### src/rtl/core/tiex_ram.sv
module tiex_ram #(
  parameter int WIDTH = 32,
  parameter int DEPTH = 32,
  localparam int AW = $clog2(DEPTH)
) (
  input  logic             clk,
  input  logic             we,
  input  logic [AW-1:0]    waddr,
  input  logic [WIDTH-1:0] wdata,
  input  logic             re,
  input  logic [AW-1:0]    raddr,
  output logic [WIDTH-1:0] rdata
);

  logic [WIDTH-1:0] mem [DEPTH];

  // write port
  always_ff @(posedge clk) begin
    if (we) begin
      mem[waddr] <= wdata;
    end
  end

  // registered read, old data on a same-address write
  always_ff @(posedge clk) begin
    if (re) begin
      rdata <= mem[raddr];
    end
  end

endmodule

### config.mk
export PLATFORM = sky130hd
export DESIGN_NAME = tiex_ram
export DESIGN_NICKNAME = d
export VERILOG_FILES = /design/src/rtl/core/tiex_ram.sv
export SDC_FILE = /design/constraint.sdc
export NUM_CORES = 1
export LEC_CHECK = 0
export BUFFER_PORTS_ARGS = -buffer_cell sky130_fd_sc_hd__buf_4
export CAP_MARGIN = 0
export CORE_AREA = 2 2 315 317
export CTS_CLUSTER_DIAMETER = 120
export CTS_CLUSTER_SIZE = 24
export DETAILED_ROUTE_END_ITERATION = 7
export DIE_AREA = 0 0 317 319
export MAX_ROUTING_LAYER = met4
export PLACE_DENSITY_LB_ADDON = 0.1
export SYNTH_ARGS = -nofsm -noshare
export SYNTH_HDL_FRONTEND = slang
export SYNTH_SLANG_ARGS = --single-unit
### constraint.sdc
create_clock -name clk -period 4.9 [get_ports clk]
set_input_delay 0.735 -clock clk [delete_from_list [all_inputs] [get_ports clk]]
set_output_delay 0.735 -clock clk [all_outputs]
set_load 0.005 [all_outputs]
==> results.rst <==
.. list-table::
   :header-rows: 1

   * - Metric
     - Value
   * - Final-report setup violation count
     - 0
   * - Antenna violations before repair
     - 3
   * - Switching power share of the total
     - 0.218
   * - Effective utilization at floorplan
     - 0.418
   * - X dimension of the die
     - 317 µm
   * - Via/cell ratio
     - 5.63
   * - FF-to-FF End
     - rdata[20]$_DFFE_PP_
   * - Worst reg2reg path depth
     - 5
   * - Crit path launch type
     - input pin
   * - Data required time of the critical path
     - 5.23 ns
   * - Summed area of non-filler cells in the final layout
     - 44600 µm²
   * - Placement Rows
     - 115
   * - Yosys warns
     - 0
   * - I/O pin total
     - 77
   * - FMAX
     - 367 MHz
   * - Status
     - completed
   * - Starting DRT DRC Count
     - 2059
   * - Nets
     - 2376
   * - CTS tree
     - built
   * - Count of vias placed by the detailed router
     - 20401
   * - H-tree depth reported by CTS
     - 2
   * - Area growth syn-to-layout
     - 9.23%
   * - Max Clock Skew
     - 0.0182 ns
   * - Worst max-slew margin expressed relative to the limit
     - 0.0569
   * - Number of clock sinks
     - 1056
   * - Post-detailed-placement half-perimeter wirelength
     - 64.8 mm
   * - Fraction of power consumed by sequential logic
     - 0.646
   * - Crit Path Category
     - input pin to flop
   * - Wire length reported by the detailed router
     - 107 mm
   * - Crit path to
     - rdata[19]$_DFFE_PP_
   * - Seq cells post-synth
     - 1056
   * - Final critical delay including setup and external delays
     - 2.72 ns
   * - Fin util
     - 0.456
   * - Buffers added on ports
     - 76
   * - Post-CTS Setup Inserts
     - 0
   * - Crit-path cells
     - buf_4, nor2_4, buf_4, a22o_1, nor3_1, a31oi_1, nand3_1
   * - Total negative slack
     - 0 ns
   * - Number of detailed-route iterations in the first pass
     - 5
   * - Crit end category
     - flop
   * - Leak Pwr
     - 15.1 nW
   * - Sequential cell area fraction in the yosys report
     - 0.777
   * - Uppermost layer routed
     - met4
   * - Die outline height
     - 319 µm
   * - RSZ-0062 raised after global routing
     - no
   * - # Max-Cap Violations
     - 0
   * - CORE AREA
     - 97700 µm²
   * - Most common cell on crit path
     - buf_4
   * - Mean area per synthesized cell
     - 18.1 µm²
   * - Net Count, Synth
     - 2305
   * - Fraction of final layout cells sized beyond drive strength 1
     - 0.104
   * - Least-Margin Pin Slew
     - 1.41 ns
   * - Power Density
     - 351 nW/µm²
   * - Combinational cell fraction of total power
     - 0.065
   * - Critical-path top delay cell
     - nor2_4
   * - Arrival time worst endpoint
     - 3.05 ns
   * - Share of the cycle needed by the critical path after routing
     - 0.556
   * - Number of standard cells after synthesis
     - 2260
   * - GRT Residual Overflow
     - 0
   * - Overall track demand over capacity in global routing
     - 0.219
   * - Class of the tightest hold or removal check
     - input pin to flop
   * - Critical Path Source
     - raddr[1]
   * - Multi-input combinational cell area
     - 8610 µm²
   * - Clock tree buffer depth
     - 3
   * - Worst hold slack
     - 0.518 ns
   * - Clock transition at the register clock pins on the worst setup and hold paths after CTS
     - 0.09 ns
   * - Syn Std Cell Area
     - 40800 µm²
   * - Routed wl met3
     - 5.02 mm
   * - Hold violation total from the final report
     - 0
   * - Final count of pins violating max slew
     - 0
   * - Pin count of the biggest net entering global routing
     - 64
   * - FILL cells
     - 8298
   * - Total power draw
     - 15.7 mW
   * - Total placed instance area
     - 43200 µm²
   * - Antenna-violating nets left
     - 0
   * - Internal power
     - 12.3 mW
   * - Number of cells on the worst hold path
     - 1
   * - Reg-to-reg critical path startpoint
     - mem[7][20]$_DFFE_PP_
   * - Clk_lat worst skew
     - 0.65 ns
   * - Clock group share of total power
     - 0.290
   * - Die Footprint
     - 101000 µm²
   * - Remaining DRCs
     - 0
   * - Clock root buffer master
     - clkbuf_16
   * - Routability Congestion
     - 0.797
   * - Switching power summed over all nets
     - 3.41 mW
   * - Met1 Routed Length
     - 47.3 mm
   * - Wire length of the first global-routing pass
     - 153 mm
   * - Number of cells upsized or downsized after cts
     - 0
   * - Reg-to-reg slack, setup
     - 3.05 ns
   * - Storage element area
     - 31700 µm²
   * - Wire length on met2
     - 52.8 mm
   * - Biggest fanout along the worst timing path
     - 25
   * - Maximum cell stage delay along the critical path
     - 0.75 ns
   * - Number of global-route vias before repair
     - 20712
   * - Hold-fix buffers, CTS
     - 0
   * - Routed wire length per instance
     - 29.6 µm
   * - Peak supply drop
     - 0.201 mV
   * - TritonCTS Buffers
     - 49
   * - Count of distinct cell types in the synthesized netlist
     - 24
## cell usage after synthesis
cell | count | share of area
clkbuf_1 | 46 | 0.0042
buf_6 | 15 | 0.0041
and2b_1 | 1 | 0.00018
nand3b_1 | 5 | 0.00092
a22oi_1 | 96 | 0.018
a22o_1 | 64 | 0.014
nor2_1 | 34 | 0.0031
or3b_2 | 3 | 0.00064
a31oi_1 | 32 | 0.0049
or3_1 | 1 | 0.00015
buf_4 | 33 | 0.0061
a21oi_1 | 96 | 0.012
nand2_1 | 98 | 0.0090
nand2b_1 | 2 | 0.00031
edfxtp_1 | 1056 | 0.78
nor2b_1 | 1 | 0.00015
or2_2 | 1 | 0.00015
buf_2 | 26 | 0.0032
and2_1 | 1 | 0.00015
mux2i_1 | 512 | 0.13
clkbuf_4 | 2 | 0.00037
buf_1 | 5 | 0.00046
nor3_1 | 32 | 0.0039
nand3_1 | 98 | 0.012
## layer usage
metal | global-route usage | vias to the layer above
met5 | - | -
met1 | 0.300 | 10752
met2 | 0.353 | 510
li1 | - | 9047
met4 | 0.0480 | 0
met3 | 0.0261 | 92
## per-stage QoR
stage	instances	setup slack, ns
floorplan	2260	1.73
global placement	3561	1.48
detailed placement	3565	1.49
CTS	3617	2.20
global route	3622	1.99
finish	3622	2.18
## worst max-delay path: cells and delay by family
| kind | cells | cell delay [ns] |
|---|---|---|
| AND/OR/NAND/NOR | 3 | 1.08 |
| AO/OA/AOI/OAI | 2 | 0.66 |
| buffers and inverters | 2 | 0.55 |
## power by group through the flow
| stage | combinational [mW] | clock (mW) | sequential [mW] |
|---|---|---|---|
| 6_report | 1.01 | 4.54 | 10.1 |
| 5_1_grt | 1.08 | 4.95 | 10.1 |
| 4_1_cts | 1.03 | 4.66 | 10.1 |
| 3_5_place_dp | 1.03 | 0 | 10.3 |
| 3_3_place_gp | 1.02 | 0 | 10.3 |
| 2_1_floorplan | 0.519 | 0 | 10.3 |
## cells by family (layout without fill, tap and decap cells)
logic type,count (synthesis),after routing,synth area share
flip-flops,1056,1056,0.777
AND/OR/NAND/NOR,277,277,0.0308
multiplexers,512,512,0.126
other,0,3,0
buffers and inverters,127,199,0.0185
AO/OA/AOI/OAI,288,288,0.0481
## final cells by class
type                    count  share of cell area
clock buffers              51              0.0286
repair buffers            147              0.0303
diodes                      3            0.000168
flip-flops and latches   1056               0.711
well taps                1287              0.0361
clock inverters             1            0.000197
multi-input cells        1077               0.193
## worst min-delay path by stage
stage                               start                    to  slack, ns
floorplan           mem[16][10]$_DFFE_PP_   rdata[10]$_DFFE_PP_       0.63
global placement     mem[10][5]$_DFFE_PP_    rdata[5]$_DFFE_PP_       0.66
detailed placement  mem[26][12]$_DFFE_PP_   rdata[12]$_DFFE_PP_       0.66
CTS                             wdata[14]  mem[0][14]$_DFFE_PP_       0.48
global route                    wdata[15]  mem[1][15]$_DFFE_PP_       0.49
finish                          wdata[15]  mem[1][15]$_DFFE_PP_       0.52
## registers in the layout (all words and copies together), names as in the netlist
register / flops
rdata: 32
mem: 1024
## cell usage in the layout, fill, tap and decap left out, types with 33 or more instances in the layout
cell type / synthesis / final
nand3_1: 98 / 98
mux2i_1: 512 / 512
a22o_1: 64 / 64
buf_4: 33 / 127
a22oi_1: 96 / 96
a21oi_1: 96 / 96
nor2_4: 0 / 33
edfxtp_1: 1056 / 1056
nand2_1: 98 / 97
clkbuf_16: 0 / 51
Power figures use the tool's default switching activity.
