File: src/rtl/core/tiex_pkg.sv
package tiex_pkg;

  // datapath and instruction field geometry
  localparam int XLEN    = 32;
  localparam int REG_W   = 5;
  localparam int NREGS   = 32;
  localparam int OP_W    = 4;
  localparam int IMM_W   = 18;
  localparam int SHAMT_W = 13;
  localparam int JADDR_W = 28;

  localparam int OP_LSB = 28;
  localparam int RD_LSB = 23;
  localparam int RS_LSB = 18;
  localparam int RT_LSB = 13;

  // opcodes; codes 12..15 are unused
  typedef enum logic [OP_W-1:0] {
    OP_ADD  = 4'd0,
    OP_SUB  = 4'd1,
    OP_MUL  = 4'd2,
    OP_MOVI = 4'd3,
    OP_JEQ  = 4'd4,
    OP_AND  = 4'd5,
    OP_XORI = 4'd6,
    OP_JMP  = 4'd7,
    OP_LSL  = 4'd8,
    OP_LSR  = 4'd9,
    OP_MOVR = 4'd10,
    OP_MOVM = 4'd11
  } op_t;

  // execute-stage control and status
  typedef struct packed {
    logic taken;
    logic reg_we;
    logic load;
    logic mem_we;
    logic mem_hit;
    logic fault;
    logic bad;
  } exe_ctl_t;

  // instruction field extraction
  function automatic op_t f_op(input logic [XLEN-1:0] ins);
    return op_t'(ins[OP_LSB +: OP_W]);
  endfunction

  function automatic logic [REG_W-1:0] f_rd(input logic [XLEN-1:0] ins);
    return ins[RD_LSB +: REG_W];
  endfunction

  function automatic logic [REG_W-1:0] f_rs(input logic [XLEN-1:0] ins);
    return ins[RS_LSB +: REG_W];
  endfunction

  function automatic logic [REG_W-1:0] f_rt(input logic [XLEN-1:0] ins);
    return ins[RT_LSB +: REG_W];
  endfunction

  // second register port reads rd for compare and store, rt otherwise
  function automatic logic [REG_W-1:0] f_rb(input logic [XLEN-1:0] ins);
    logic [REG_W-1:0] idx;
    idx = f_rt(ins);
    if (f_op(ins) == OP_JEQ || f_op(ins) == OP_MOVM) begin
      idx = f_rd(ins);
    end
    return idx;
  endfunction

endpackage

File: src/rtl/core/tiex_exec.sv
module tiex_exec import tiex_pkg::*; #(
  parameter int PROGRAM_WORDS = 1024,
  parameter int DATA_WORDS = 1024,
  localparam int PC_W = $clog2(PROGRAM_WORDS + 1),
  localparam int MIDX_W = $clog2(DATA_WORDS)
) (
  input  logic [XLEN-1:0]   instr,
  input  logic [PC_W-1:0]   pc,
  input  logic [XLEN-1:0]   opa,
  input  logic [XLEN-1:0]   opb,
  output exe_ctl_t          ctl,
  output logic [PC_W-1:0]   next_pc,
  output logic [XLEN-1:0]   result,
  output logic [MIDX_W-1:0] midx
);

  localparam logic [XLEN-1:0] PW_X = XLEN'(PROGRAM_WORDS);
  localparam logic [XLEN-1:0] DW_X = XLEN'(DATA_WORDS);
  localparam logic [PC_W:0]   PW_P = (PC_W + 1)'(PROGRAM_WORDS);

  op_t              op;
  logic [REG_W-1:0] rd;
  logic [XLEN-1:0]  imm;
  logic [SHAMT_W-1:0] shamt;
  logic             big_sh;
  logic [XLEN-1:0]  jaddr;
  logic [PC_W:0]    pc_inc;
  logic [PC_W-1:0]  seq_pc;
  logic [XLEN-1:0]  jeq_tgt;
  logic [XLEN-1:0]  ea;
  logic [XLEN-1:0]  off;
  logic             in_win;
  logic [XLEN-1:0]  prod;
  logic             has_res;

  // field decode
  assign op     = f_op(instr);
  assign rd     = f_rd(instr);
  assign imm    = XLEN'(instr[IMM_W-1:0]);
  assign shamt  = instr[SHAMT_W-1:0];
  assign big_sh = |shamt[SHAMT_W-1:5];
  assign jaddr  = XLEN'(instr[JADDR_W-1:0]);

  // sequential pc, saturating at the end of the program store
  assign pc_inc = {1'b0, pc} + (PC_W + 1)'(1);
  assign seq_pc = (pc_inc >= PW_P) ? PW_P[PC_W-1:0] : pc_inc[PC_W-1:0];

  // relative branch target
  assign jeq_tgt = XLEN'(pc) + XLEN'(1) + imm;

  // load/store window check
  assign ea     = opa + imm;
  assign off    = ea - PW_X;
  assign in_win = (ea >= PW_X) && (off < DW_X);
  assign midx   = off[MIDX_W-1:0];

  // low word of the product
  assign prod = opa * opb;

  // opcode dispatch
  always_comb begin
    ctl     = '0;
    has_res = 1'b0;
    result  = '0;
    next_pc = seq_pc;
    unique case (op)
      OP_ADD: begin
        result  = opa + opb;
        has_res = 1'b1;
      end
      OP_SUB: begin
        result  = opa - opb;
        has_res = 1'b1;
      end
      OP_MUL: begin
        result  = prod;
        has_res = 1'b1;
      end
      OP_MOVI: begin
        result  = imm;
        has_res = 1'b1;
      end
      OP_JEQ: begin
        if (opa == opb && jeq_tgt < PW_X) begin
          next_pc   = jeq_tgt[PC_W-1:0];
          ctl.taken = 1'b1;
        end
      end
      OP_AND: begin
        result  = opa & opb;
        has_res = 1'b1;
      end
      OP_XORI: begin
        result  = opa ^ imm;
        has_res = 1'b1;
      end
      OP_JMP: begin
        // target zero would need pc -1, so it is not taken
        if (jaddr != '0 && jaddr < PW_X) begin
          next_pc   = PC_W'(jaddr - XLEN'(1));
          ctl.taken = 1'b1;
        end
      end
      OP_LSL: begin
        result  = big_sh ? '0 : (opa << shamt[4:0]);
        has_res = 1'b1;
      end
      OP_LSR: begin
        result  = big_sh ? {XLEN{opa[XLEN-1]}} : XLEN'($signed(opa) >>> shamt[4:0]);
        has_res = 1'b1;
      end
      OP_MOVR: begin
        if (in_win) begin
          ctl.load    = 1'b1;
          ctl.mem_hit = 1'b1;
        end else begin
          ctl.fault = 1'b1;
        end
      end
      OP_MOVM: begin
        if (in_win) begin
          ctl.mem_we  = 1'b1;
          ctl.mem_hit = 1'b1;
        end else begin
          ctl.fault = 1'b1;
        end
      end
      default: begin
        ctl.bad = 1'b1;
      end
    endcase
    ctl.reg_we = has_res && (rd != '0);
  end

endmodule

File: config.mk
export PLATFORM = sky130hd
export DESIGN_NAME = tiex_exec
export DESIGN_NICKNAME = d
export VERILOG_FILES = /design/src/rtl/core/tiex_pkg.sv /design/src/rtl/core/tiex_exec.sv
export SDC_FILE = /design/constraint.sdc
export NUM_CORES = 2
export LEC_CHECK = 0
export CORE_MARGIN = 2
export CORE_UTILIZATION = 23
export DETAILED_ROUTE_END_ITERATION = 10
export DONT_BUFFER_PORTS = 1
export GPL_ROUTABILITY_DRIVEN = 0
export GPL_TIMING_DRIVEN = 0
export PLACE_DENSITY = 0.47
export SYNTH_ARGS = -nofsm -noshare
export SYNTH_HDL_FRONTEND = slang
export SYNTH_SLANG_ARGS = --single-unit
File: constraint.sdc
create_clock -name vclk -period 9.8
set_input_delay 0.49 -clock vclk [all_inputs]
set_output_delay 0.49 -clock vclk [all_outputs]
set_load 0.01 [all_outputs]
==> out/metrics.cfg <==
[worst_setup_path]
timing.critical_path.to_type=primary output
crit_fanout=10
path_buf_inv=5
crit_path_frequent_cell=fa_1
critPathSlowestCell=clkdlybuf4s15_1
worstSetupStartpointType=input pin
max_stage_delay_ns=0.88
cpLargestDelayFamily=adder cells
path_depth=24
crit_type=input pin to primary output
cp.required_ns=9.31
cp_cell_sequence=clkdlybuf4s15_1 > clkbuf_1 > and2_1 > fa_1 > inv_1 > fa_1 > fa_1 > inv_1 > ha_1 > fa_1 > fa_1 > fa_1 > fa_1 > ha_1 > nand3_1 > nor2_1 > a211oi_1 > inv_1 > o21ai_1 > nand2_1 > o21ai_0 > o32ai_1 > a221oi_1 > o211ai_1
crit_arrival_ns=9.33

[placement]
dp_slack_ns=-0.291
place_hpwl_um=111000
numPortBuffers=0

[layout]
areaGrowthSynthToFinish_pct=7.53
multi_input_area_sq_um=23200
final_common_cell=inv_1
drive_gt1_share_pct=3.15
n_clock_buffer=0
seq_cell_count=0
regArea_sq_um=0
finalNetCount=3978
final_cell_mix=inv_1, fa_1, nand2_1
n_fill_cell=12368

[sta]
period_needed_ns=9.82
setup_slack_ns=-0.0202
finalMaxSlewViolations=0
hold_viol=0
relSlewSlack_pct=11.1
period_share_pct=100
tightest_slew_ns=1.33
clock.fmax_mhz=102
fin_tns_setup_ns=-0.0202
rsz0062_at_grt=no
hold_slack_ns=1.26
setup_viol=1

[synth]
synth_cell_types=81
synth.top_cell.area_share_pct=32.1
syn_nets=3975
synth-seq-area-share_pct=0
synth_area_leaders=fa_1, ha_1, inv_1, and2_1, nand2_1
yosys.area.top_type=fa_1
syn_area_per_cell_sq_um=7.95
syn_inst=3238
syn_area_sq_um=25700
ys_warn_count=0

[detailed_routing]
top_layer=met5
drt.antenna.violating_nets=0
num_vias=25449
routed_via_density=5.37
drc=3
routed-wl-met3_um=15200
dr.pass1.iters=11
dr_wl_met2_um=57800
wl_per_cell_um=28.3
drt-initial-drc-count=3628
wl_um=134000
wl_met1_um=52500

[clock_tree]
holdBufCountCts=0

[floorplanning]
fp.dieW_um=338
floorplan.initialDensity_pct=23.2
io_pins=167
design.core.area_sq_um=111000
dieArea_sq_um=115000
die-height_um=338
num_rows=122

[global_routing]
track_usage_pct=22.9
grt_pass1_wl_um=190000
grt_pass1_vias=25205
antenna_found_initial=16
grt_max_degree=14
grt_overflow=0

[run_status]
status=complete, but fails checks
violations=design-rule violations, negative setup slack

[hold_path]
whs_path_depth=2
hold_path_class=input pin to primary output

[run]
drv_cap=0

-- layer usage --
metal	GRT usage, %	vias up
met5	0.125	-
met4	11.4	6
met3	6.17	423
met2	35.4	1646
met1	29.2	12657
li1	-	10717
-- through the flow --
step | cell area [sq um] | util, % | std cells
6_report | 27700 | 25.0 | 4743
5_1_grt | 27600 | 24.9 | 4730
4_1_cts | 27600 | 24.9 | 4727
3_5_place_dp | 27600 | 24.9 | 4728
3_3_place_gp | 27600 | 24.9 | 4726
2_1_floorplan | 25700 | - | 3238
-- cells in the mapped netlist, types with 49 or more instances --
library cell,count
inv_1,468
fa_1,412
nand2_1,307
and2_1,244
nor2_1,232
ha_1,218
clkbuf_1,186
a21oi_1,174
o21ai_0,123
xnor2_1,103
mux2i_1,97
nor3_1,49
-- layout make-up --
class / count / area share [%]
Antenna cell: 16 / 0.145
Buffer: 209 / 2.95
Inverter: 474 / 6.43
Multi-Input combinational cell: 2554 / 83.7
Tap cell: 1488 / 6.73
Timing Repair Buffer: 2 / 0.0543
-- path summary, 6_finish.rpt --
| path | to | startpoint |
|---|---|---|
| max | result[28] | opa[4] |
| min | midx[0] | opa[0] |
-- what timing repair did --
item / CTS / global route
endpoints found under the setup margin: 1 / 3
resized for setup: 11 / 11
setup buffers: 0 / 0
cloned: 0 / 0
-- cells by family after synthesis --
family / Yosys count / synth area share [%]
XOR/XNOR: 142 / 4.83
adder cells (fa/ha/maj): 630 / 42.7
AND/OR/NAND/NOR: 1012 / 19.2
buffers and inverters: 684 / 10.0
multiplexers: 147 / 7.41
AO/OA/AOI/OAI: 623 / 15.9
Power is left out: the tool's default activity adds up to more than one toggle a clock period on the data nets, which glitch-free logic cannot reach.
